==> config.mk <==
export PLATFORM = sky130hd
export DESIGN_NAME = lfu_cache_table_core
export DESIGN_NICKNAME = d
export VERILOG_FILES = /design/src/hdl/lfu_pkg.sv /design/src/hdl/lfu_cache_table_core.sv /design/src/hdl/lfu_ctrl.sv /design/src/hdl/lfu_dp.sv
export SDC_FILE = /design/constraint.sdc
export NUM_CORES = 2
export LEC_CHECK = 0
export ABC_CLOCK_PERIOD_IN_PS = 15600
export BUFFER_PORTS_ARGS = -buffer_cell sky130_fd_sc_hd__buf_2
export CAP_MARGIN = 20
export CORE_ASPECT_RATIO = 0.9
export CORE_MARGIN = 10
export CORE_UTILIZATION = 39
export DETAILED_ROUTE_END_ITERATION = 10
export SYNTH_ARGS = -nofsm -noshare
export SYNTH_HDL_FRONTEND = slang
export SYNTH_SLANG_ARGS = --single-unit
==> constraint.sdc <==
create_clock -name clk -period 15.6 [get_ports clk]
set_clock_uncertainty 0.1 [all_clocks]
set_input_delay 3.12 -clock clk [delete_from_list [all_inputs] [get_ports clk]]
set_output_delay 3.12 -clock clk [all_outputs]
set_load 0.1 [all_outputs]
==> src/hdl/lfu_pkg.sv <==
`timescale 1ns / 1ps

package lfu_pkg;

  localparam int DEF_CAPACITY   = 16;
  localparam int DEF_COUNT_BITS = 16;

  localparam int KEY_W   = 32;
  localparam int VAL_W   = 32;
  localparam int STAMP_W = 32;
  localparam int CFG_W   = 5;

  // Stream payload widths, padded to whole bytes.
  localparam int IN_W    = 64;
  localparam int OUT_W   = 40;
  localparam int OUT_PAD = OUT_W - (2 + VAL_W);

  localparam logic [CFG_W-1:0] CAP_RESET = 5'd16;

  typedef enum logic [1:0] {
    ST_IDLE,
    ST_SCAN,
    ST_DRAIN,
    ST_UPDATE
  } state_t;

  typedef enum logic {
    REQ_GET = 1'b0,
    REQ_PUT = 1'b1
  } req_t;

  typedef struct packed {
    logic load_req;
    logic rd_en;
    logic update;
  } cmd_t;

  typedef struct packed {
    logic out_free;
  } status_t;

endpackage

==> src/hdl/lfu_cache_table_core.sv <==
`timescale 1ns / 1ps
// Steps per request: the idle state takes it, a scan reads the single entry memory port once
// per slot, a drain state compares the last entry read, and a write-back state writes the entry
// and the result; the next request is taken only after that write-back.
// A finished result waits in an output register while the next request is taken; a result
// still waiting there at write-back holds that write-back until it is taken.
// Reset (rst, synchronous): entries invalid, occupancy and stamp counter zero, capacity 16.

module lfu_cache_table_core import lfu_pkg::*; #(
  parameter int CAPACITY   = DEF_CAPACITY,
  parameter int COUNT_BITS = DEF_COUNT_BITS
) (
  input  logic             clk,
  input  logic             rst,
  input  logic             cfg_valid,
  output logic             cfg_ready,
  input  logic [CFG_W-1:0] cfg_data,   // capacity
  input  logic             s_tvalid,
  output logic             s_tready,
  input  logic [IN_W-1:0]  s_tdata,    // key [31:0], value [63:32]
  input  logic             s_tuser,    // req_type
  output logic             m_tvalid,
  input  logic             m_tready,
  output logic [OUT_W-1:0] m_tdata     // hit [0], read_value [32:1], evicted [33], zero
);

  localparam int IDX_W = (CAPACITY > 1) ? $clog2(CAPACITY) : 1;

  cmd_t             cmd;
  status_t          stat;
  logic [IDX_W-1:0] rd_addr;
  logic             out_hit;
  logic [VAL_W-1:0] out_read_value;
  logic             out_evicted;

  assign cfg_ready = !rst;

  lfu_ctrl #(
    .CAPACITY (CAPACITY)
  ) u_ctrl (
    .clk      (clk),
    .rst      (rst),
    .in_valid (s_tvalid),
    .in_ready (s_tready),
    .stat     (stat),
    .cmd      (cmd),
    .rd_addr  (rd_addr)
  );

  lfu_dp #(
    .CAPACITY   (CAPACITY),
    .COUNT_BITS (COUNT_BITS)
  ) u_dp (
    .clk            (clk),
    .rst            (rst),
    .cmd            (cmd),
    .rd_addr        (rd_addr),
    .stat           (stat),
    .in_req_type    (s_tuser),
    .in_key         (s_tdata[KEY_W-1:0]),
    .in_value       (s_tdata[KEY_W+VAL_W-1:KEY_W]),
    .cfg_valid      (cfg_valid),
    .cfg_data       (cfg_data),
    .out_valid      (m_tvalid),
    .out_ready      (m_tready),
    .out_hit        (out_hit),
    .out_read_value (out_read_value),
    .out_evicted    (out_evicted)
  );

  assign m_tdata = {{OUT_PAD{1'b0}}, out_evicted, out_read_value, out_hit};

endmodule

==> src/hdl/lfu_ctrl.sv <==
`timescale 1ns / 1ps

module lfu_ctrl import lfu_pkg::*; #(
  parameter int CAPACITY = DEF_CAPACITY,
  localparam int IDX_W = (CAPACITY > 1) ? $clog2(CAPACITY) : 1
) (
  input  logic             clk,
  input  logic             rst,
  input  logic             in_valid,
  output logic             in_ready,
  input  status_t          stat,
  output cmd_t             cmd,
  output logic [IDX_W-1:0] rd_addr
);

  localparam logic [IDX_W-1:0] LAST_IDX = IDX_W'(CAPACITY - 1);

  state_t           state, state_next;
  logic [IDX_W-1:0] addr, addr_next;

  always_ff @(posedge clk) begin
    if (rst) begin
      state <= ST_IDLE;
      addr  <= '0;
    end else begin
      state <= state_next;
      addr  <= addr_next;
    end
  end

  always_comb begin
    state_next = state;
    addr_next  = addr;
    in_ready   = 1'b0;
    cmd        = '0;
    case (state)
      ST_IDLE: begin
        in_ready = !rst;
        if (in_valid && !rst) begin
          cmd.load_req = 1'b1;
          addr_next    = '0;
          state_next   = ST_SCAN;
        end
      end
      ST_SCAN: begin
        cmd.rd_en = 1'b1;
        if (addr == LAST_IDX) begin
          state_next = ST_DRAIN;
        end else begin
          addr_next = addr + 1'b1;
        end
      end
      // The last entry read is still being compared in this cycle.
      ST_DRAIN: begin
        state_next = ST_UPDATE;
      end
      ST_UPDATE: begin
        if (stat.out_free) begin
          cmd.update = 1'b1;
          state_next = ST_IDLE;
        end
      end
      default: begin
        state_next = ST_IDLE;
      end
    endcase
  end

  assign rd_addr = addr;

endmodule

==> src/hdl/lfu_dp.sv <==
`timescale 1ns / 1ps

module lfu_dp import lfu_pkg::*; #(
  parameter int CAPACITY   = DEF_CAPACITY,
  parameter int COUNT_BITS = DEF_COUNT_BITS,
  localparam int IDX_W = (CAPACITY > 1) ? $clog2(CAPACITY) : 1
) (
  input  logic             clk,
  input  logic             rst,
  input  cmd_t             cmd,
  input  logic [IDX_W-1:0] rd_addr,
  output status_t          stat,
  input  logic             in_req_type,
  input  logic [KEY_W-1:0] in_key,
  input  logic [VAL_W-1:0] in_value,
  input  logic             cfg_valid,
  input  logic [CFG_W-1:0] cfg_data,
  output logic             out_valid,
  input  logic             out_ready,
  output logic             out_hit,
  output logic [VAL_W-1:0] out_read_value,
  output logic             out_evicted
);

  localparam int OCC_W   = $clog2(CAPACITY + 1);
  localparam int WORD_W  = KEY_W + VAL_W + COUNT_BITS + STAMP_W;
  localparam int VAL_LO  = KEY_W;
  localparam int CNT_LO  = KEY_W + VAL_W;
  localparam int STP_LO  = KEY_W + VAL_W + COUNT_BITS;
  localparam logic [COUNT_BITS-1:0] CNT_ONE = COUNT_BITS'(1);

  // Entry storage: {stamp, count, value, key} per slot.
  logic [WORD_W-1:0] mem [CAPACITY];
  logic [WORD_W-1:0] rd_word;
  logic [CAPACITY-1:0] valid;

  logic [CFG_W-1:0]   capacity;
  logic               req_put;
  logic [KEY_W-1:0]   req_key;
  logic [VAL_W-1:0]   req_value;
  logic               cmp_en;
  logic [IDX_W-1:0]   cmp_idx;

  logic               match_found;
  logic [IDX_W-1:0]   match_idx;
  logic [VAL_W-1:0]   match_value;
  logic [COUNT_BITS-1:0] match_count;
  logic               vic_found;
  logic [IDX_W-1:0]   vic_idx;
  logic [COUNT_BITS-1:0] vic_count;
  logic [STAMP_W-1:0] vic_stamp;
  logic               free_found;
  logic [IDX_W-1:0]   free_idx;

  logic [OCC_W-1:0]   occupancy;
  logic [STAMP_W-1:0] stamp_counter;

  logic [KEY_W-1:0]      rd_key;
  logic [VAL_W-1:0]      rd_value;
  logic [COUNT_BITS-1:0] rd_count;
  logic [STAMP_W-1:0]    rd_stamp;
  logic                  e_valid;

  logic [OCC_W-1:0]      eff_cap;
  logic [STAMP_W-1:0]    stamp_plus;
  logic [COUNT_BITS-1:0] count_sat;

  logic                  wr_en;
  logic [IDX_W-1:0]      wr_idx;
  logic [VAL_W-1:0]      wr_value;
  logic [COUNT_BITS-1:0] wr_count;
  logic                  set_valid;
  logic                  res_hit;
  logic [VAL_W-1:0]      res_value;
  logic                  res_evicted;

  assign rd_key   = rd_word[KEY_W-1:0];
  assign rd_value = rd_word[CNT_LO-1:VAL_LO];
  assign rd_count = rd_word[STP_LO-1:CNT_LO];
  assign rd_stamp = rd_word[WORD_W-1:STP_LO];
  assign e_valid  = valid[cmp_idx];

  assign eff_cap    = (int'(capacity) > CAPACITY) ? OCC_W'(CAPACITY) : OCC_W'(capacity);
  assign stamp_plus = stamp_counter + 1'b1;
  assign count_sat  = (match_count == '1) ? match_count : match_count + 1'b1;

  always_ff @(posedge clk) begin
    if (cmd.rd_en) begin
      rd_word <= mem[rd_addr];
    end
    if (cmd.update && wr_en) begin
      mem[wr_idx] <= {stamp_plus, wr_count, wr_value, req_key};
    end
  end

  always_ff @(posedge clk) begin
    if (cmd.load_req) begin
      req_put   <= in_req_type;
      req_key   <= in_key;
      req_value <= in_value;
    end
    cmp_idx <= rd_addr;
  end

  always_ff @(posedge clk) begin
    if (rst) begin
      capacity <= CAP_RESET;
    end else if (cfg_valid) begin
      capacity <= cfg_data;
    end
  end

  // One stored entry is compared per cycle, in the cycle after its read.
  always_ff @(posedge clk) begin
    if (rst) begin
      cmp_en      <= 1'b0;
      match_found <= 1'b0;
      vic_found   <= 1'b0;
      free_found  <= 1'b0;
    end else begin
      cmp_en <= cmd.rd_en;
      if (cmd.load_req) begin
        match_found <= 1'b0;
        vic_found   <= 1'b0;
        free_found  <= 1'b0;
      end else if (cmp_en) begin
        if (e_valid && !match_found && rd_key == req_key) begin
          match_found <= 1'b1;
          match_idx   <= cmp_idx;
          match_value <= rd_value;
          match_count <= rd_count;
        end
        if (e_valid && (!vic_found || rd_count < vic_count ||
                        (rd_count == vic_count && rd_stamp < vic_stamp))) begin
          vic_found <= 1'b1;
          vic_idx   <= cmp_idx;
          vic_count <= rd_count;
          vic_stamp <= rd_stamp;
        end
        if (!e_valid && !free_found) begin
          free_found <= 1'b1;
          free_idx   <= cmp_idx;
        end
      end
    end
  end

  always_comb begin
    wr_en       = 1'b0;
    wr_idx      = match_idx;
    wr_value    = req_value;
    wr_count    = count_sat;
    set_valid   = 1'b0;
    res_hit     = match_found;
    res_value   = '0;
    res_evicted = 1'b0;
    if (req_put == REQ_GET) begin
      if (match_found) begin
        wr_en     = 1'b1;
        wr_value  = match_value;
        res_value = match_value;
      end
    end else if (eff_cap != '0) begin
      if (match_found) begin
        wr_en = 1'b1;
      end else if (occupancy >= eff_cap && vic_found) begin
        // Full: the new entry takes over the victim's slot.
        wr_en       = 1'b1;
        wr_idx      = vic_idx;
        wr_count    = CNT_ONE;
        res_evicted = 1'b1;
      end else if (free_found) begin
        wr_en     = 1'b1;
        wr_idx    = free_idx;
        wr_count  = CNT_ONE;
        set_valid = 1'b1;
      end
    end
  end

  always_ff @(posedge clk) begin
    if (rst) begin
      valid         <= '0;
      occupancy     <= '0;
      stamp_counter <= '0;
    end else if (cmd.update && wr_en) begin
      stamp_counter <= stamp_plus;
      if (set_valid) begin
        valid[wr_idx] <= 1'b1;
        occupancy     <= occupancy + 1'b1;
      end
    end
  end

  always_ff @(posedge clk) begin
    if (rst) begin
      out_valid <= 1'b0;
    end else if (cmd.update) begin
      out_valid <= 1'b1;
    end else if (out_ready) begin
      out_valid <= 1'b0;
    end
  end

  always_ff @(posedge clk) begin
    if (cmd.update) begin
      out_hit        <= res_hit;
      out_read_value <= res_value;
      out_evicted    <= res_evicted;
    end
  end

  assign stat.out_free = !out_valid || out_ready;

endmodule

==> summary.txt <==
GRT
  • Grt total ovfl: 0
  • Largest net degree at the start of global routing: 127
  • Total track usage: 15.1%
  • Initial antenna violation count: 3
  • Global-route wire length before repair: 263 mm
  • Vias in the first global route: 38600

Place
  • I/O Buffers: 111
  • Detailed Place HPWL: 83.8 mm
  • Gpl congestion: 0.735

Synthesis
  • Top cells by area, synth: edfxtp_1, mux4_2, dfxtp_1
  • Seq/Total Area, Yosys: 78.1%
  • Syn_area_per_cell: 22.9 um^2
  • Synth cell types: 56
  • Top-area cell type share of the netlist area: 76.3%
  • Primary FF master, synth: edfxtp_1
  • Post-synth EDFFs: 2111
  • Number of synthesis warnings: 0
  • Mapped Cells: 3628
  • Most frequent cell after synthesis: edfxtp_1
  • Synth area leader: edfxtp_1
  • Asr flop ratio synth: 0%
  • Synth Cell Area: 83000 um^2
  • FF+latch count, synth: 2184
  • Post-synth top cells: edfxtp_1, mux4_2, clkbuf_1, nor2_1, dfxtp_1

Critical path
  • Crit-path slowest cell: inv_1
  • CP Launch Type: primary input
  • CP Capture Type: output port
  • Crit path kind: in -> out
  • CP max stage delay: 0.55 ns
  • Crit path DAT: 4.63 ns
  • CP max FO: 51
  • Worst Path Required: 12.38 ns
  • Critical path cell sequence: buf_2, buf_4, inv_1, buf_2
  • Top cell by count, worst path: buf_2
  • R2R setup slack: 10.08 ns

CTS
  • CTS tree: yes
  • Post-CTS setup buffer count: 0
  • Total CTS buffers: 211
  • Clock latency on the worst-skew pair: 0.84 ns
  • Root Driver: clkbuf_16
  • Clock Pin Slew Worst Setup and Hold Paths: 0.06 ns
  • Htree depth: 4
  • # clock sinks: 2184
  • Clock buffer depth: 3
  • Post-CTS sizing: 0
  • Post-CTS Hold Buffers: 0

Drt
  • DR vias: 36800
  • Avg Vias per Cell: 5.34
  • TritonRoute pass-1 iters: 5
  • Final ANT Viol Nets: 0
  • DRC: 0
  • WL/cell: 25.7 um
  • First DRT Iteration DRCs: 3546
  • Wirelength, routed: 178 mm

STA
  • Peak Freq: 127 MHz
  • Worst-margin pin slew: 1.10 ns
  • Fin Setup TNS: 0 ns
  • Fin. Hold Viols: 0
  • Period utilisation layout: 50.3%
  • Final setup violating endpoints: 0
  • Max-slew violation count: 0
  • Worst slew margin: 26.0%
  • Min cycle time layout: 7.85 ns
  • RSZ-0062 raised after global routing: no
  • Worst hold margin: 0.318 ns

Layout
  • Nets: 4017
  • Ratio of cells with drive above 1 in the final layout: 27.8%
  • Area grow syn2layout: 13.4%

Die
  • Site Rows: 160
  • Die W: 506 um
  • I/O Pins: 118
  • Initial Utilization: 39.2%
  • Die H: 458 um
  • Die area: 232000 um^2
  • Area of the core region: 212000 um^2

Power
  • Leak Pwr: 0.0273 uW
  • PD cells: 132 nW/um^2
  • IR Drop Worst-Case VDD: 0.0000872 V

Min path
  • Path type of the worst min-delay path: reg -> reg

Outcome
  • Status: completed

Run
  • Max Cap Violations: 0
## routing by layer
metal / GRT usage, % / wire length (um)
met5: 0 / 0
met4: 3.75 / 3760
met3: 2.64 / 8800
met2: 25.5 / 89800
met1: 20.4 / 75200
## registers in the layout, indices dropped and copies added, names as in the netlist, 2 cells and up
register,cells
u_dp.rd_word,112
u_dp.out_read_value,32
u_dp.vic_count,16
u_dp.cmp_idx,4
u_ctrl.rd_addr,4
u_dp.match_value,32
u_dp.vic_stamp,32
u_dp.req_key,32
u_dp.occupancy,5
u_dp.match_count,16
u_dp.vic_idx,4
u_dp.valid,16
u_dp.req_value,32
u_ctrl.state,2
u_dp.mem,1792
u_dp.stamp_counter,32
u_dp.free_idx,4
u_dp.capacity,5
u_dp.match_idx,4
## cell usage in the layout, fill, tap and decap left out, drive strengths merged, types with 4 or more instances in the layout
master / netlist / final
a21o: 4 / 4
a21oi: 22 / 22
and2: 37 / 37
and3: 14 / 14
and4: 6 / 6
buf: 65 / 198
bufinv: 0 / 13
clkbuf: 98 / 258
clkinv: 0 / 102
clkinvlp: 0 / 8
conb: 1 / 6
dfxtp: 73 / 73
edfxtp: 2111 / 2111
ha: 60 / 60
inv: 62 / 71
mux2: 33 / 33
mux2i: 8 / 8
mux4: 565 / 565
nand2: 58 / 58
nand2b: 9 / 9
nand3: 34 / 34
nand4: 19 / 19
nor2: 98 / 98
nor2b: 7 / 7
nor3: 34 / 34
nor4: 18 / 18
o2111ai: 5 / 5
o211ai: 8 / 8
o21ai: 16 / 16
o2bb2ai: 16 / 16
xnor2: 63 / 63
xor2: 46 / 46
## final timing paths
kind,start,end,depth (start not counted)
max,rst,cfg_ready,4
min,u_dp.rd_word[62],u_dp.match_value[30],0
max reg2reg,u_dp.capacity[4],u_dp.mem[4][79],11
min reg2reg,u_dp.rd_word[62],u_dp.match_value[30],0
## power breakdown
part | internal (uW) | leakage [uW] | switching, uW
clock network | 2720 | 0.00322 | 2160
logic | 324 | 0.00551 | 515
registers | 6640 | 0.0186 | 114
total | 9680 | 0.0273 | 2790
## area by class of cell
class	instances	area [um^2]
multi-input cells	1224	17500
flip-flops and latches	2184	64900
well taps	2835	3550
inverters	62	233
clock inverters	132	1120
fillers	17700	117000
repair buffers	199	1440
clock buffers	257	5470
diodes	3	7.51
## through the flow
step,cell area [um^2],total power [uW],setup WS (ns),instances,utilization (%)
6_report,94200,12500,7.75,6896,44.5
4_1_cts,94100,12600,7.71,6880,44.5
2_1_floorplan,83000,7460,4.36,3633,-
5_1_grt,94200,12900,7.61,6894,44.5
3_5_place_dp,87500,7750,7.71,6491,41.3
3_3_place_gp,87500,7730,7.73,6488,41.3
## kinds of logic (layout without fill, tap and decap cells)
kind of cell / count (synthesis) / count (layout) / share of synthesized area [%]
other cells: 1 / 9 / 0.00452
xor+xnor: 109 / 109 / 1.15
mux: 606 / 606 / 15.9
buf+inv: 225 / 650 / 1.05
compound gates: 94 / 94 / 0.806
fa+ha+maj: 60 / 60 / 0.904
flops: 2184 / 2184 / 78.1
simple gates: 349 / 349 / 2.10
## worst max-delay path, delay by kind of cell
family / cells / cell delay, ns
buffers and inverters: 4 / 1.49
No activity file was read; power rests on OpenSTA's default activity.
